===== src/rtl/core/assert_macros.svh =====
// Assertion macros shared by the RTL of the broadcast ring buffer.
`ifndef ASSERT_MACROS_SVH
`define ASSERT_MACROS_SVH

// A condition that must hold at every clock edge outside reset.
`define ASSERT_ALWAYS(label, prop, msg) \
  label: assert property (@(posedge clk) disable iff (rst) (prop)) else $error(msg);

// A condition that must hold in the same cycle as its trigger.
`define ASSERT_IMPLY(label, pre, post, msg) \
  label: assert property (@(posedge clk) disable iff (rst) (pre) |-> (post)) else $error(msg);

// A condition that must hold in the cycle after its trigger.
`define ASSERT_NEXT(label, pre, post, msg) \
  label: assert property (@(posedge clk) disable iff (rst) (pre) |=> (post)) else $error(msg);

`endif


===== src/rtl/core/brbo_pkg.sv =====
// Types, codes and constants shared by the broadcast ring buffer modules.
package brbo_pkg;

  localparam int BUFFER_DEPTH_DEF = 1024;
  localparam int MAX_READERS_DEF  = 8;
  localparam int MAX_BURST_DEF    = 16;

  localparam int COUNT_W = 32;
  // Wide enough for any burst limit the block supports.
  localparam int WANT_W  = 7;

  localparam int Q_DEPTH = 2;
  localparam int QPW     = (Q_DEPTH > 1) ? $clog2(Q_DEPTH) : 1;
  localparam int QCW     = $clog2(Q_DEPTH + 1);

  // Request command codes.
  localparam logic [2:0] CMD_WRITE   = 3'd0;
  localparam logic [2:0] CMD_READ    = 3'd1;
  localparam logic [2:0] CMD_OPEN    = 3'd2;
  localparam logic [2:0] CMD_RELEASE = 3'd3;
  localparam logic [2:0] CMD_CLOSE   = 3'd4;

  // Result status codes.
  localparam logic [2:0] STAT_DATA    = 3'd0;
  localparam logic [2:0] STAT_EMPTY   = 3'd1;
  localparam logic [2:0] STAT_INVALID = 3'd2;
  localparam logic [2:0] STAT_NOSLOT  = 3'd3;
  localparam logic [2:0] STAT_OK      = 3'd4;

  typedef struct packed {
    logic [2:0] command;
    logic [7:0] data_byte;
    logic [2:0] reader_id;
    logic [4:0] max_count;
  } req_t;

  typedef struct packed {
    logic [7:0] out_byte;
    logic [2:0] status;
    logic [2:0] slot_given;
    logic       last;
  } rsp_t;

  typedef enum logic [2:0] {
    OP_WRITE,
    OP_READ,
    OP_OPEN,
    OP_RELEASE,
    OP_CLOSE
  } op_t;

  // One classified request as it waits in the queue.
  typedef struct packed {
    op_t               op;
    logic [7:0]        data;
    logic [2:0]        id;
    logic              id_ok;
    logic [WANT_W-1:0] want;
  } cmd_t;

  typedef struct packed {
    logic full;
    logic empty;
  } q_status_t;

  typedef enum logic [2:0] {
    ST_IDLE,
    ST_ADDR_FIX,
    ST_ADDR_WRAP,
    ST_FETCH,
    ST_EMIT
  } state_t;

endpackage


===== src/rtl/core/brbo_front.sv =====
// Front end: takes requests, decodes and checks them, and queues them.
module brbo_front #(
  parameter int MAX_READERS = brbo_pkg::MAX_READERS_DEF,
  parameter int MAX_BURST   = brbo_pkg::MAX_BURST_DEF
) (
  input  logic                clk,
  input  logic                rst,
  input  logic                req_valid,
  output logic                req_ready,
  input  brbo_pkg::req_t      req,
  input  brbo_pkg::q_status_t q_status,
  output logic                q_push,
  output brbo_pkg::cmd_t      q_entry
);

  logic known;

  assign req_ready = !q_status.full;

  always_comb begin
    known      = 1'b1;
    q_entry.op = brbo_pkg::OP_WRITE;
    unique case (req.command)
      brbo_pkg::CMD_WRITE:   q_entry.op = brbo_pkg::OP_WRITE;
      brbo_pkg::CMD_READ:    q_entry.op = brbo_pkg::OP_READ;
      brbo_pkg::CMD_OPEN:    q_entry.op = brbo_pkg::OP_OPEN;
      brbo_pkg::CMD_RELEASE: q_entry.op = brbo_pkg::OP_RELEASE;
      brbo_pkg::CMD_CLOSE:   q_entry.op = brbo_pkg::OP_CLOSE;
      default:               known = 1'b0;
    endcase
    q_entry.data  = req.data_byte;
    q_entry.id    = req.reader_id;
    q_entry.id_ok = (32'(req.reader_id) < 32'(MAX_READERS));
    // Bursts longer than the limit are cut to the limit.
    if (32'(req.max_count) > 32'(MAX_BURST)) begin
      q_entry.want = brbo_pkg::WANT_W'(MAX_BURST);
    end else begin
      q_entry.want = brbo_pkg::WANT_W'(req.max_count);
    end
  end

  // Unknown commands are taken and dropped here; they have no result.
  assign q_push = req_valid && req_ready && known;

  `include "assert_macros.svh"

  `ASSERT_IMPLY(a_front_drop_only_unknown, req_valid && req_ready && !q_push, req.command > brbo_pkg::CMD_CLOSE, "known request dropped")

endmodule


===== config.mk =====
export PLATFORM = sky130hd
export DESIGN_NAME = brbo_front
export DESIGN_NICKNAME = d
export VERILOG_FILES = /design/src/rtl/core/brbo_pkg.sv /design/src/rtl/core/brbo_front.sv
export VERILOG_INCLUDE_DIRS = /design/src /design/src/rtl/core
export SDC_FILE = /design/constraint.sdc
export NUM_CORES = 1
export LEC_CHECK = 0
export BUFFER_PORTS_ARGS = -buffer_cell sky130_fd_sc_hd__buf_2
export CAP_MARGIN = 25
export CORE_AREA = 3 3 40 42
export DETAILED_ROUTE_END_ITERATION = 12
export DIE_AREA = 0 0 43 45
export PLACE_DENSITY = 0.63
export SLEW_MARGIN = 20
export SYNTH_ARGS = -nofsm -noshare
export SYNTH_HDL_FRONTEND = slang
export SYNTH_SLANG_ARGS = --single-unit

===== constraint.sdc =====
create_clock -name vclk -period 0.8
set_input_delay 0.16 -clock vclk [all_inputs]
set_output_delay 0.16 -clock vclk [all_outputs]
set_load 0.005 [all_outputs]

# Yosys cells after proc, flatten, opt, wreduce, memory -nomap -nowiden
# Cells that the tools add are included.
# totals
reg_bits	0
latch_bits	0
ramBits	0
romBits	0
in_bits	24
output_inout_bits	24
word_cells	13
n_memories	0
# op_classes
n_addsub	0
multipliers	0
div_mod_pow	0
order_cmp	1
n_eq_ne	4
shift	0
n_mux	3
bitwise_logic	0
n_reduce_logical	5
# ops
cell	count
$pmux 3 s4	1
$eq 3x2->1 const B	2
$gt 5x5->1 const B	1
$mux 5	1
$reduce_or 5->1	1
$eq 3x1->1 const B	1
$eq 3x3->1 const B	1
$logic_not 3->1	1
$logic_and 1x1->1	2
$logic_not 1->1	1
$mux 1	1

# Depth between registers and ports, before layout
# logic_depth
word_depth	4
ltp_mapped	2
ltp_nobuf	2

# Worst setup path before layout
# No wires, ideal clock.
# synth_path
path_kind	input port to output port
from	input port req[17] (netlist name)
to	output port q_push
arrival_ns	0.422
t_required_ns	0.640
setup_slack_ns	0.218
stages	2
n_path_buf	0
path_cell_list	o21ai_1 -> and3_1
# synth_between
elab_chain_len	4
word_cells_on_any_way	8
cone_classes	eq/ne (4); mux (1); reduce/logical (3)
# synth_lines
element	line_no	text
start: declaration	brbo_front.sv:10	input brbo_pkg::req_t req,
$eq 3x3->1, or another cell as far along	brbo_front.sv:23	unique case (req.command)
$reduce_or 5->1 (no source line) *	n/a	
$mux 1 *	brbo_front.sv:23	
$logic_and 1x1->1 *	brbo_front.sv:43	assign q_push = req_valid && req_ready && known;
end: declaration	brbo_front.sv:12	output logic q_push,
# Every way passes the cells marked *; elsewhere a longest branch is shown, timed or not.

# Worst setup path in the final report
# Ends and elaborated chain as after synthesis.

==> results.md <==
- Status: complete, no violations
- Min Tclk post-route: 0.762 ns
- Drt pass-1 iters: 2
- Syn avg cell area: 6.67 um2
- Vias in the first global route: 115
- Dpl cells: 48
- FF+latch count: 0
- Post-Route WL: 378 um
- Horiz. Die Dim: 43 um
- Layout area overhead: 14.6%
- Max-cap violations: 0
- Top Ports: 48
- Final setup violation count: 0
- Unique cell type count in the Yosys netlist: 10
- Final setup margin: 0.0379 ns
- Total GRT Usage: 2.90%
- Fillers: 151
- Syn Inst Count: 27
- Cell Count, Final, Fillers Out: 48
- Yosys warning total: 0
- HPWL after DPL: 351 um
- WP data arrival: 0.60 ns
- Layout cells sized above 1: 63.6%
- GR Overflow Total: 0
- Sequential share of the synthesized area: 0%
- Via/cell ratio: 3.27
- Drt wl/cell: 7.88 um
- Worst EP required: 0.64 ns
- Family with the most delay on the worst path: buffers and inverters
- Initial antenna violation count: 0
- Max-slew violations: 0
- Cell Pwr Density: 407 nW/um2
- CP endpoint kind: output pin
- Chip height: 45 um
- Vias post-DR: 157
- Post-DRT Antenna Nets: 0
- Count of final hold-check violations: 0
- Critical Path Slowest Stage Cell: and3_1
- # clk buffers: 0
- DRC errors left: 0
- Cell with the most instances after synthesis: buf_4
- Register area: 0 um2
- Leading area contributor after synthesis: buf_4
- Placement Setup Slack: -0.0103 ns
- Peak Freq: 1310 MHz
- Rows: 13
- Synth top cells by count: buf_4 (14), nor2b_1 (4), conb_1 (2)
- Total die area: 1940 um2
- Design Power: 0.0841 mW
- Initial DRC count: 1
- First-pass GRT wire length: 476 um
- Gp weighted congestion: 0.581
- Worst Hold Class: input port to output pin
- Crit-path max cell delay: 0.14 ns
- Largest net degree at the start of global routing: 6
- Diode count: 0
- Mapped cell area: 180 um2
- Pleak: 0.132 nW
- Port bufs: 20
- Unrepaired setup endpoints after global routing: false
- Nets: 59
- Fin crit share: 95.3%
- WS Path Type: input port to output pin
- Share of the synthesized area in the top cell type: 58.3%
- Initial Util: 14.0%
- IR Drop Worst-Case VDD: 0.0605 mV
- Cell breakdown of the critical path: buf_6 > o21ai_1 > and3_1 > buf_2
- Top post-synthesis cells by area: buf_4 (58%), nor2b_1 (14%), and2b_2 (4.9%), and2b_1 (4.2%), conb_1 (4.2%)
- Crit-path max FO: 3
- CP Launch Type: input port
- Core region area: 1280 um2
- Buf/Inv on CP: 2
layer usage:
| metal | share of wire [%] | track usage (%) | vias up | wire (um) |
|---|---|---|---|---|
| li1 | - | - | 75 | - |
| met1 | 21 | 2.14 | 64 | 80 |
| met2 | 49 | 6.29 | 18 | 184 |
| met3 | 30 | 1.20 | 0 | 114 |
| met4 | 0 | 1.20 | 0 | 0 |
| met5 | 0 | 0 | - | 0 |
layout make-up:
cell class	instances	area (um2)	area share (%)
multi-input combinational	12	71.3	34.5
tap	15	18.8	9.09
timing repair buffer	20	113	54.5
inverter	1	3.75	1.82
worst paths after layout:
path                  cells past startpoint  startpoint          end  slack, ns
worst max-delay path                      4     req[17]       q_push       0.04
worst min-delay path                      0      req[7]  q_entry[10]       0.32
cells in the final DEF, fill, tap and decap left out:
master   instances
buf_2           18
nor2b_1          4
conb_1           3
buf_6            2
and2b_2          1
nor3b_1          1
and2b_1          1
inv_1            1
o21ai_1          1
and3_1           1
cell families after synthesis:
group	share of synthesized area, %
buffers and inverters	62.5
and+or+nand+nor	30.6
other	4.17
AOI/OAI and AO/OA	2.78
where the power goes:
group / internal [mW] / switching (mW)
registers: 0 / 0
clock network: 0 / 0
logic: 0.0519 / 0.0322
total: 0.0519 / 0.0322
per-stage QoR:
step	instance area, um2	TNS [ns]	hold slack (ns)	utilization [%]
global route	206	0	0.320	16.1
global placement	194	-0.000897	0.320	15.1
CTS	200	0	0.320	15.6
finish	206	0	0.320	16.1
detailed placement	194	-0.0103	0.320	15.1
floorplan	184	0	0.350	-
what timing repair did:
action                                  in CTS  in global routing
endpoints found under the setup margin       1                  1
gates cloned                                 0                  0
gates resized for setup                      1                  1
hold buffers                                 0                  0
buffers inserted                             0                  0
pin swaps                                    2                  2
Power figures use the tool's default switching activity.
