===== src/rtl/core/assert_macros.svh =====
// Assertion macros shared by the RTL of the broadcast ring buffer.
`ifndef ASSERT_MACROS_SVH
`define ASSERT_MACROS_SVH

// A condition that must hold at every clock edge outside reset.
`define ASSERT_ALWAYS(label, prop, msg) \
  label: assert property (@(posedge clk) disable iff (rst) (prop)) else $error(msg);

// A condition that must hold in the same cycle as its trigger.
`define ASSERT_IMPLY(label, pre, post, msg) \
  label: assert property (@(posedge clk) disable iff (rst) (pre) |-> (post)) else $error(msg);

// A condition that must hold in the cycle after its trigger.
`define ASSERT_NEXT(label, pre, post, msg) \
  label: assert property (@(posedge clk) disable iff (rst) (pre) |=> (post)) else $error(msg);

`endif


===== src/rtl/core/brbo_pkg.sv =====
// Types, codes and constants shared by the broadcast ring buffer modules.
package brbo_pkg;

  localparam int BUFFER_DEPTH_DEF = 1024;
  localparam int MAX_READERS_DEF  = 8;
  localparam int MAX_BURST_DEF    = 16;

  localparam int COUNT_W = 32;
  // Wide enough for any burst limit the block supports.
  localparam int WANT_W  = 7;

  localparam int Q_DEPTH = 2;
  localparam int QPW     = (Q_DEPTH > 1) ? $clog2(Q_DEPTH) : 1;
  localparam int QCW     = $clog2(Q_DEPTH + 1);

  // Request command codes.
  localparam logic [2:0] CMD_WRITE   = 3'd0;
  localparam logic [2:0] CMD_READ    = 3'd1;
  localparam logic [2:0] CMD_OPEN    = 3'd2;
  localparam logic [2:0] CMD_RELEASE = 3'd3;
  localparam logic [2:0] CMD_CLOSE   = 3'd4;

  // Result status codes.
  localparam logic [2:0] STAT_DATA    = 3'd0;
  localparam logic [2:0] STAT_EMPTY   = 3'd1;
  localparam logic [2:0] STAT_INVALID = 3'd2;
  localparam logic [2:0] STAT_NOSLOT  = 3'd3;
  localparam logic [2:0] STAT_OK      = 3'd4;

  typedef struct packed {
    logic [2:0] command;
    logic [7:0] data_byte;
    logic [2:0] reader_id;
    logic [4:0] max_count;
  } req_t;

  typedef struct packed {
    logic [7:0] out_byte;
    logic [2:0] status;
    logic [2:0] slot_given;
    logic       last;
  } rsp_t;

  typedef enum logic [2:0] {
    OP_WRITE,
    OP_READ,
    OP_OPEN,
    OP_RELEASE,
    OP_CLOSE
  } op_t;

  // One classified request as it waits in the queue.
  typedef struct packed {
    op_t               op;
    logic [7:0]        data;
    logic [2:0]        id;
    logic              id_ok;
    logic [WANT_W-1:0] want;
  } cmd_t;

  typedef struct packed {
    logic full;
    logic empty;
  } q_status_t;

  typedef enum logic [2:0] {
    ST_IDLE,
    ST_ADDR_FIX,
    ST_ADDR_WRAP,
    ST_FETCH,
    ST_EMIT
  } state_t;

endpackage


===== src/rtl/core/brbo_queue.sv =====
// Short queue of decoded requests between the front and back ends.
module brbo_queue (
  input  logic                clk,
  input  logic                rst,
  input  logic                push,
  input  brbo_pkg::cmd_t      push_entry,
  input  logic                pop,
  output brbo_pkg::cmd_t      pop_entry,
  output brbo_pkg::q_status_t status
);

  brbo_pkg::cmd_t              entries [brbo_pkg::Q_DEPTH];
  logic [brbo_pkg::QPW-1:0]    wr_ptr;
  logic [brbo_pkg::QPW-1:0]    rd_ptr;
  logic [brbo_pkg::QCW-1:0]    count;

  assign status.empty = (count == '0);
  assign status.full  = (count == brbo_pkg::QCW'(brbo_pkg::Q_DEPTH));
  assign pop_entry    = entries[rd_ptr];

  always_ff @(posedge clk) begin
    if (push) begin
      entries[wr_ptr] <= push_entry;
    end
  end

  always_ff @(posedge clk) begin
    if (rst) begin
      wr_ptr <= '0;
      rd_ptr <= '0;
      count  <= '0;
    end else begin
      if (push) begin
        wr_ptr <= (wr_ptr == brbo_pkg::QPW'(brbo_pkg::Q_DEPTH - 1)) ? '0 : wr_ptr + 1'b1;
      end
      if (pop) begin
        rd_ptr <= (rd_ptr == brbo_pkg::QPW'(brbo_pkg::Q_DEPTH - 1)) ? '0 : rd_ptr + 1'b1;
      end
      if (push && !pop) begin
        count <= count + 1'b1;
      end else if (pop && !push) begin
        count <= count - 1'b1;
      end
    end
  end

  `include "assert_macros.svh"

  `ASSERT_ALWAYS(a_queue_no_underflow, !(pop && status.empty), "pop from an empty queue")
  `ASSERT_ALWAYS(a_queue_count_range, count <= brbo_pkg::QCW'(brbo_pkg::Q_DEPTH), "queue count out of range")

endmodule


===== config.mk =====
export PLATFORM = sky130hd
export DESIGN_NAME = brbo_queue
export DESIGN_NICKNAME = d
export VERILOG_FILES = /design/src/rtl/core/brbo_pkg.sv /design/src/rtl/core/brbo_queue.sv
export VERILOG_INCLUDE_DIRS = /design/src /design/src/rtl/core
export SDC_FILE = /design/constraint.sdc
export NUM_CORES = 1
export LEC_CHECK = 0
export ABC_AREA = 1
export ABC_CLOCK_PERIOD_IN_PS = 2200
export BUFFER_PORTS_ARGS = -buffer_cell sky130_fd_sc_hd__buf_4
export CAP_MARGIN = 20
export CORE_ASPECT_RATIO = 1.1
export CORE_MARGIN = 2
export CORE_UTILIZATION = 51
export DETAILED_ROUTE_END_ITERATION = 12
export HOLD_SLACK_MARGIN = 0.06
export PLACE_DENSITY = 0.78
export SLEW_MARGIN = 20
export SYNTH_ARGS = -nofsm -noshare
export SYNTH_HDL_FRONTEND = slang
export SYNTH_SLANG_ARGS = --single-unit

===== constraint.sdc =====
create_clock -name clk -period 2.2 [get_ports clk]
set_input_delay 0.44 -clock clk [delete_from_list [all_inputs] [get_ports clk]]
set_output_delay 0.44 -clock clk [all_outputs]
set_load 0.02 [all_outputs]

* After elaboration in Yosys (flattened, before gate mapping)
Memory sizes are Yosys's and may differ from the RTL's. A register that Yosys moved wholly into a read port is not among the register bits.
Cells that the tools add are included.
** Storage, ports and cells
- Register bits after elaboration :: 4
- Memory bits (writable) :: 44
- Input bits :: 26
- Logic and storage cells :: 23
- Memories :: 1
** Cells by class
- Add/sub/neg operators :: 4
- Equal/unequal tests :: 1
- Multiplexer cells :: 8
- Reduce and logical (&&, ||, !) cells :: 6
** Memories
- entries :: words 2, bits a word 22, rd ports 1, clocked after Yosys merged registers in 1, write ports 1, RTL line brbo_queue.sv:12 : brbo_pkg::cmd_t entries [brbo_pkg::Q_DEPTH];
** Operator list (count)
- 1-bit two-way mux :: 6
- 2-bit two-way mux :: 2
- 1-bit adder (second input constant) :: 2
- 2-bit by 1-bit adder with 2-bit output (second input constant) :: 1
- 2-bit == test (second input constant) :: 1
- 1-bit logical AND :: 2
- 1-bit logical NOT :: 2
- 2-bit logical NOT :: 1
- 2-bit nonzero test :: 1
- 2-bit by 1-bit subtractor with 2-bit output (second input constant) :: 1

* Logic depth before layout (Yosys ltp)
Gate-level depths: netlist of the first run.
- Depth in word-level cells :: 4
- Depth in mapped cells :: 8
- Mapped depth without buffers :: 8

* Worst setup path after synthesis of the first run
Ideal clock, no wire load.
- Kind :: input to register
- From :: input push
- To :: memory entries[0][0] in the netlist's numbering (enable)
- Setup time :: 0.401 ns
- Arrival time :: 1.412 ns
- Data required time :: 1.799 ns
- Slack :: 0.387 ns
- Stages :: 2
- Buffers on the path :: 0
- Cell sequence :: inv_1 nor2_1
** On the way
- Cells in the longest elaborated chain, start to end :: 2
** Ends and longest elaborated chain
- start, declared :: RTL line brbo_queue.sv:5 : input logic push,
- 1-bit two-way mux :: RTL line brbo_queue.sv:22 : if (push) begin
- 1-bit two-way mux (not written as such) :: RTL line brbo_queue.sv:23 : entries[wr_ptr] <= push_entry;
- end, declared :: RTL line brbo_queue.sv:12
Every way passes these cells.

==> impl_summary.md, run 1 <==
Floorplanning
The number of rows created at floorplan is 22. The floorplan step defined a die boundary enclosing 4060 sq um. For this configuration, the core starts out at a cell density of 0.537. The number of primary I/O pins is 50. The area of the core is 3390 sq um. Measured along the x axis, the die boundary spans ~61 um. From bottom edge to top edge, the die measures around 67 um.

Global route
The largest net degree at the start of global routing is 21. For this run the aggregate overflow at the end of global routing stands at 0. The via count of the first global-routing pass is roughly 1.0k.

The wire length of the first global-routing pass is approximately 4600 um. The number of antenna violations at the first check in global routing is 0. For this run, the total global-route usage over all layers was measured as 0.164.

Timing
The worst-case clock skew is 0.00814 ns. Setup repair after global routing left no endpoint under its margin. The worst path in the final design needs a cycle of 1.87 ns, including I/O delays and setup. Setup violations remaining at the end of the flow were counted as 0.

In this run the tightest slew margin relative to its limit is 0.787. The number of pins exceeding their max-slew limit in the final report came to 0. The highest clock rate is approximately 0.54 GHz. Setup total negative slack on the finished layout was measured at 0 ns. The hold violation count in the final report is 0. In the finished design, the share of the clock period the worst path needs comes to 0.849.

The transition time at the pin with the least slew margin is 0.319 ns.

Logic synthesis
The number of nets in the synthesized netlist is 128. The mapped cell area is 1820 sq um. The share of the Yosys chip area taken by registers is 0.782. The register bit count reported by yosys is 49. The average cell area after synthesis is between 15 and 20 sq um.

The count of yosys warnings during synthesis is 0. Synthesis instantiated 14 different standard cells from the library. The count of mapped cells out of synthesis is 101.

Setup path
STA classifies the critical path startpoint as a flop. The worst endpoint data arrival time is 1.43 ns. The sort of element at the end of the critical path is a primary output. The type of the setup path with the least slack is reg -> out. The count of cells along the worst register-to-register path is 3.

The setup check on the worst reg-to-reg path leaves a slack of 1.01 ns. For the worst setup path, the data required time is 1.76 ns. The maximum fanout count along the critical path is 12.

Clock network
The later pin in the worst-skew pair is clocked with a latency of about 0.35 ns. The clock sink count is 49. Buffers added to address setup during post-CTS repair amount to 0. The clock passes through at most 2 buffers. The root buffer cell chosen for the clock tree is sky130_fd_sc_hd__clkbuf_4. The TritonCTS clock tree is built. The maximum level of the CTS H-tree is 2.

The total clock buffers created by CTS is 5. The number of gates given a new drive strength after cts is 0. The number of hold buffers added after CTS was 0. After clock tree synthesis, the clock-pin slew on the worst setup and hold paths is approximately 0.13 ns.

Drt
The wire length per cell after detailed routing is roughly 14 um. For this run, the detailed router's first-pass iteration total came to 4. The initial DRC count is 33.

After detailed routing, the number of vias per cell comes to ~4.8. The final antenna-violating net count is 0. The routed design has 2970 um of wire. After detailed routing, the number of remaining DRC violations is 0. The via total after detailed routing is 1001.

Place
The placed wire-length estimate is 2250 um. During placement, the flow inserted port buffers numbering 49. At the end of routability-driven placement, the weighted congestion stood at 0.685.

Cells and area
In the layout the commonest cells are sky130_fd_sc_hd__buf_4 (54), sky130_fd_sc_hd__edfxtp_1 (44), sky130_fd_sc_hd__mux2_2 (22), sky130_fd_sc_hd__inv_1 (9), sky130_fd_sc_hd__nor2_1 (6). The combined flip-flop and latch cell area is 1420 sq um. The fraction of layout instances using a drive strength above 1 is 0.522. Summing all multi-input logic gate instances after layout gives 343 sq um. At the end of the flow the core is filled with cells to 0.684. From synthesis to final layout, the design area changed by 27.3%.

For this run, the post-layout net count is 187. After filler insertion, the fill cell instance count of the layout stands at ~260. The number of antenna diodes in the final layout is 0.

Leaving out fill and tap cells, the most frequent cell in the layout is sky130_fd_sc_hd__buf_4.

Hold path
The worst hold path was traced through 2 stages. The path class of the lowest-slack min-delay path is in -> reg.

Power
Across the VDD grid, the largest voltage drop is 0.000386 V. Power comes to 1.77 mW. The total power per unit cell area is 764 nW/um^2. For this design the static power due to leakage is between 0.9 and 1 nW.

Job
The total of max-cap violations is 0.

Outcome
The flow ran to the end, and the final reports show no timing, DRC or antenna violations.
worst paths after layout:
check,endpoint,from
max,pop_entry[10],flop
min reg2reg,rd_ptr,rd_ptr
min,flop,rst
max reg2reg,entries[1][12],wr_ptr
sequential cells by signal, indices dropped and copies added (netlist names), named ones only:
register	cells
count	2
rd_ptr	1
entries	44
wr_ptr	1
final cells by class:
type | instances | area share
inverter | 9 | 0.0146
tap | 48 | 0.0259
multi-input combinational | 41 | 0.148
clock inverter | 2 | 0.00432
timing repair buffer | 54 | 0.175
sequential | 49 | 0.614
clock buffer | 6 | 0.0178
cells in the mapped netlist:
| master | instances | share of area |
|---|---|---|
| sky130_fd_sc_hd__edfxtp_1 | 44 | 0.73 |
| sky130_fd_sc_hd__mux2_2 | 22 | 0.14 |
| sky130_fd_sc_hd__inv_1 | 9 | 0.019 |
| sky130_fd_sc_hd__nor2_1 | 7 | 0.014 |
| sky130_fd_sc_hd__dfxtp_1 | 5 | 0.055 |
| sky130_fd_sc_hd__nand2_1 | 5 | 0.010 |
| sky130_fd_sc_hd__buf_6 | 2 | 0.012 |
| sky130_fd_sc_hd__a21oi_1 | 1 | 0.0028 |
| sky130_fd_sc_hd__ha_1 | 1 | 0.0069 |
| sky130_fd_sc_hd__nand3_1 | 1 | 0.0028 |
| sky130_fd_sc_hd__nand4_1 | 1 | 0.0034 |
| sky130_fd_sc_hd__nor3_1 | 1 | 0.0028 |
| sky130_fd_sc_hd__o21ai_0 | 1 | 0.0028 |
| sky130_fd_sc_hd__xnor2_1 | 1 | 0.0048 |
critical path, cell delays in order, from the launching register on:
cell and delay (ns):
sky130_fd_sc_hd__dfxtp_1 0.35, sky130_fd_sc_hd__buf_4 0.20, sky130_fd_sc_hd__mux2_2 0.36, sky130_fd_sc_hd__buf_4 0.16
power breakdown:
group,switching [mW],internal (mW)
logic,0.155,0.148
clock network,0.257,0.122
registers,0.0150,1.07
per-stage QoR:
step | hold WS (ns) | worst slack, ns | std cells | cell area (sq um)
finish | 0.260 | 0.332 | 209 | 2310
global route | 0.233 | 0.244 | 209 | 2310
CTS | 0.246 | 0.300 | 209 | 2310
detailed placement | 0.506 | 0.715 | 201 | 2260
global placement | 0.501 | 0.736 | 201 | 2260
floorplan | 0.480 | 0.387 | 101 | 1820
cell families after synthesis:
group / Yosys count / share of synthesized area
fa+ha+maj: 1 / 0.00688
flops: 49 / 0.782
buf+inv: 11 / 0.0310
compound gates: 2 / 0.00550
xor+xnor: 1 / 0.00482
simple gates: 15 / 0.0337
mux: 22 / 0.136
routing by layer:
metal / part of all wire / vias up / GRT usage
li1: - / 486 / -
met3: 0.040 / 5 / 0.0583
met1: 0.37 / 484 / 0.177
met4: 0.012 / 0 / 0.0489
met5: 0 / - / 0
met2: 0.58 / 26 / 0.294
Note: power is estimated with default switching activity, not from simulation.
==> run 2: changes to the inputs <==
--- a/config.mk
+++ b/config.mk
@@ -7,15 +7,15 @@
 export NUM_CORES = 1
 export LEC_CHECK = 0
 export ABC_AREA = 1
-export ABC_CLOCK_PERIOD_IN_PS = 2200
+export ABC_CLOCK_PERIOD_IN_PS = 1600
 export BUFFER_PORTS_ARGS = -buffer_cell sky130_fd_sc_hd__buf_4
 export CAP_MARGIN = 20
 export CORE_ASPECT_RATIO = 1.1
 export CORE_MARGIN = 2
-export CORE_UTILIZATION = 51
+export CORE_UTILIZATION = 46
 export DETAILED_ROUTE_END_ITERATION = 12
 export HOLD_SLACK_MARGIN = 0.06
-export PLACE_DENSITY = 0.78
+export PLACE_DENSITY = 0.74
 export SLEW_MARGIN = 20
 export SYNTH_ARGS = -nofsm -noshare
 export SYNTH_HDL_FRONTEND = slang
==> constraint.sdc (replaced) <==
create_clock -name clk -period 1.6 [get_ports clk]
set_input_delay 0.32 -clock clk [delete_from_list [all_inputs] [get_ports clk]]
set_output_delay 0.32 -clock clk [all_outputs]
set_load 0.02 [all_outputs]
==> impl_summary.md, run 2 (same netlist as run 1, synthesis figures left out) <==
Outcome
The flow ran to the end, and the final reports show no timing, DRC or antenna violations.

Floorplanning
The number of primary I/O pins is 50 (unchanged). The die footprint is 4470 sq um (+10%). The area of the core is 3710 sq um (+9.6%).

The die width was 63.9 um (+4.9%). The chip height is 69.9 um (+5.0%). The number of rows created at floorplan is 23 (+4.5%). The initial core utilization is 0.490 (-0.0472).

Global route
The largest net degree at the start of global routing was 15 (-29%). The wire length of the first global-routing pass is 5260 um (+14%). The overall track demand over capacity in global routing came to 0.161 (-0.00286).

The via count of the first global-routing pass was 1143 (+11%). The number of antenna violations at the first check in global routing was 0 (unchanged). The global route total overflow is 0 (unchanged).

Power
The total power per unit cell area is 1050 nW/um^2 (+38%). The switching component of the power came to 635 uW (+49%). The internal power summed over all cells is 2.07 mW (+54%). The final total power is 2.70 mW (+53%). The share of total power in sequential cells is 0.556 (-0.058). The maximum vdd drop is 0.000743 V (+93%).

The part of the power in the clock network is 0.249 (+0.035). The portion of total power attributed to combinational logic is 0.195 (+0.024). The share of total power consumed by net switching is 0.235 (-0.00656). The leakage dissipation is 1.06 nW (+16%).

Cells and area
The final core utilization was 0.690 (+0.00659). The final net count is 190 (+1.6%). Leaving out fill and tap cells, the most frequent cell in the layout is sky130_fd_sc_hd__edfxtp_1. The number of standard cells in the layout, taps in and fillers out is 214 (+2.4%). The signed area change from the synthesized netlist to the final layout is 40.9%. The fraction of layout instances using a drive strength above 1 was 0.537 (+0.0148). The largest registers in the layout are entries: 44 flops, count: 2 flops. The number of flip-flops under the largest register name was 44 (unchanged). The antenna diode count was 0 (unchanged). The register with the most flip-flops is entries. In the layout the commonest cells are sky130_fd_sc_hd__edfxtp_1 (44), sky130_fd_sc_hd__buf_4 (31), sky130_fd_sc_hd__buf_6 (24), sky130_fd_sc_hd__mux2_4 (22), sky130_fd_sc_hd__inv_1 (9).

Drt
The final antenna-violating net count was 0 (unchanged). The total wire length is 3310 um (+11%). The via total after detailed routing was 1025 (+2.4%). The wire length per cell after detailed routing is 15.5 um (+8.6%).

The number of remaining DRC errors is 0 (unchanged). The initial DRC count came to 44 (+33%). The total iterations of the first detailed-routing run came to 4 (unchanged). The via density per instance is 4.79 (about the same).

Timing
The number of pins exceeding their max-slew limit in the final report is 0 (unchanged). Setup repair after global routing could not meet its margin everywhere. The headroom to the max-slew limit is 0.820 (+0.0327).

In the finished design, the share of the clock period the worst path needs comes to 0.993. The final sum of negative setup slack was 0 ns (unchanged). The worst-case clock skew is 0.00449 ns (-0.00364 ns). For this run, the top clock speed supported by timing is ~0.63 GHz. The hold violation count in the final report came to 0 (unchanged).

The worst path needs 1.59 ns of the cycle, external delays included. The least setup slack across all paths after layout is 0.0111 ns (-0.320 ns). The setup-violating endpoint count in the final report is 0 (unchanged). The transition time at the pin with the least slew margin is 0.270 ns (-0.0490 ns).

Clock network
The TritonCTS clock tree is built. The clock sink count is 49 (unchanged). The clock-pin slew on the worst setup and hold paths is 0.08 ns (-0.05 ns).

The total clock buffers created by CTS was 5 (unchanged). The clock root buffer is sky130_fd_sc_hd__clkbuf_8. The insertion delay of the later-clocked pin in the worst-skew pair is 0.29 ns (-0.06 ns).

The post-CTS setup buffer count is 0 (unchanged). The maximum level of the CTS H-tree came to 2 (unchanged). The maximum buffer depth of the clock tree is 2 (unchanged).

Place
The placed wire-length estimate is 2160 um (-3.7%). The number of input and output port buffers inserted is 49 (unchanged). The final weighted congestion in routability-driven placement was 0.642 (-6.2%). The post-placement setup slack is 0.235 ns (-0.480 ns). The number of placed cells counting well taps was 204 (+1.5%).

Setup path
The maximum fanout count along the critical path came to 7 (-5). The critical path in this run is classified as reg -> out. The worst endpoint data arrival time came to 1.27 ns (-0.16 ns). The count of cells along the worst register-to-register path is 3 (unchanged). The worst path required time is 1.28 ns (-0.48 ns). STA classifies the critical path startpoint as a flop. The sort of element at the end of the critical path is a primary output.

Hold path
The path class of the lowest-slack min-delay path is in -> reg. The number of cells traversed by the worst hold path was 1 (-1).

Job
The total of max-cap violations is 0 (unchanged).
run 2: metal layers:
layer	routed length, um	GRT usage	vias up
met5	0	0	-
met4	71	0.0797	0
met3	168	0.0515	7
met2	1870	0.288	33
met1	1190	0.166	494
li1	-	-	491
run 2: per-stage QoR:
| stage | hold slack, ns | instance area (sq um) |
|---|---|---|
| after floorplan | 0.392 | 1820 |
| after global placement | 0.496 | 2270 |
| after detailed placement | 0.508 | 2270 |
| after CTS | 0.196 | 2520 |
| after global routing | 0.190 | 2560 |
| final | 0.205 | 2560 |
run 2: cell type report:
type / instances / area, sq um
flip-flops and latches: 49 / 1430
fillers: 258 / 1150
repair buffers: 57 / 533
multi-input cells: 41 / 425
clock buffers: 6 / 72.6
well taps: 50 / 62.6
inverters: 9 / 33.8
clock inverters: 2 / 10.0
run 2: timing repair:
action	4_1_cts	5_1_grt
resized for setup	43	11
endpoints found under the setup margin	22	22
gates cloned	2	0
hold buffers	0	0
run 2: worst paths after layout:
check | startpoint | slack [ns] | end
setup / recovery | flop | 0.01 | pop_entry[9]
hold reg to reg | rd_ptr | 0.52 | flop
hold / removal | push_entry[19] | 0.21 | entries[1][19]
setup reg to reg | wr_ptr | 0.40 | entries[1][5]
run 2: power groups by stage:
stage          combinational, mW  sequential, mW  clock [mW]
2_1_floorplan              0.235            1.52           0
3_3_place_gp               0.410            1.52           0
3_5_place_dp               0.420            1.52           0
4_1_cts                    0.508            1.50       0.697
5_1_grt                    0.557            1.51       0.747
6_report                   0.526            1.50       0.673
run 2: worst max-delay path, stage by stage, from the launching register on:
cell,delay [ns]
sky130_fd_sc_hd__dfxtp_4,0.39
sky130_fd_sc_hd__buf_8,0.15
sky130_fd_sc_hd__mux2_4,0.31
sky130_fd_sc_hd__buf_6,0.13
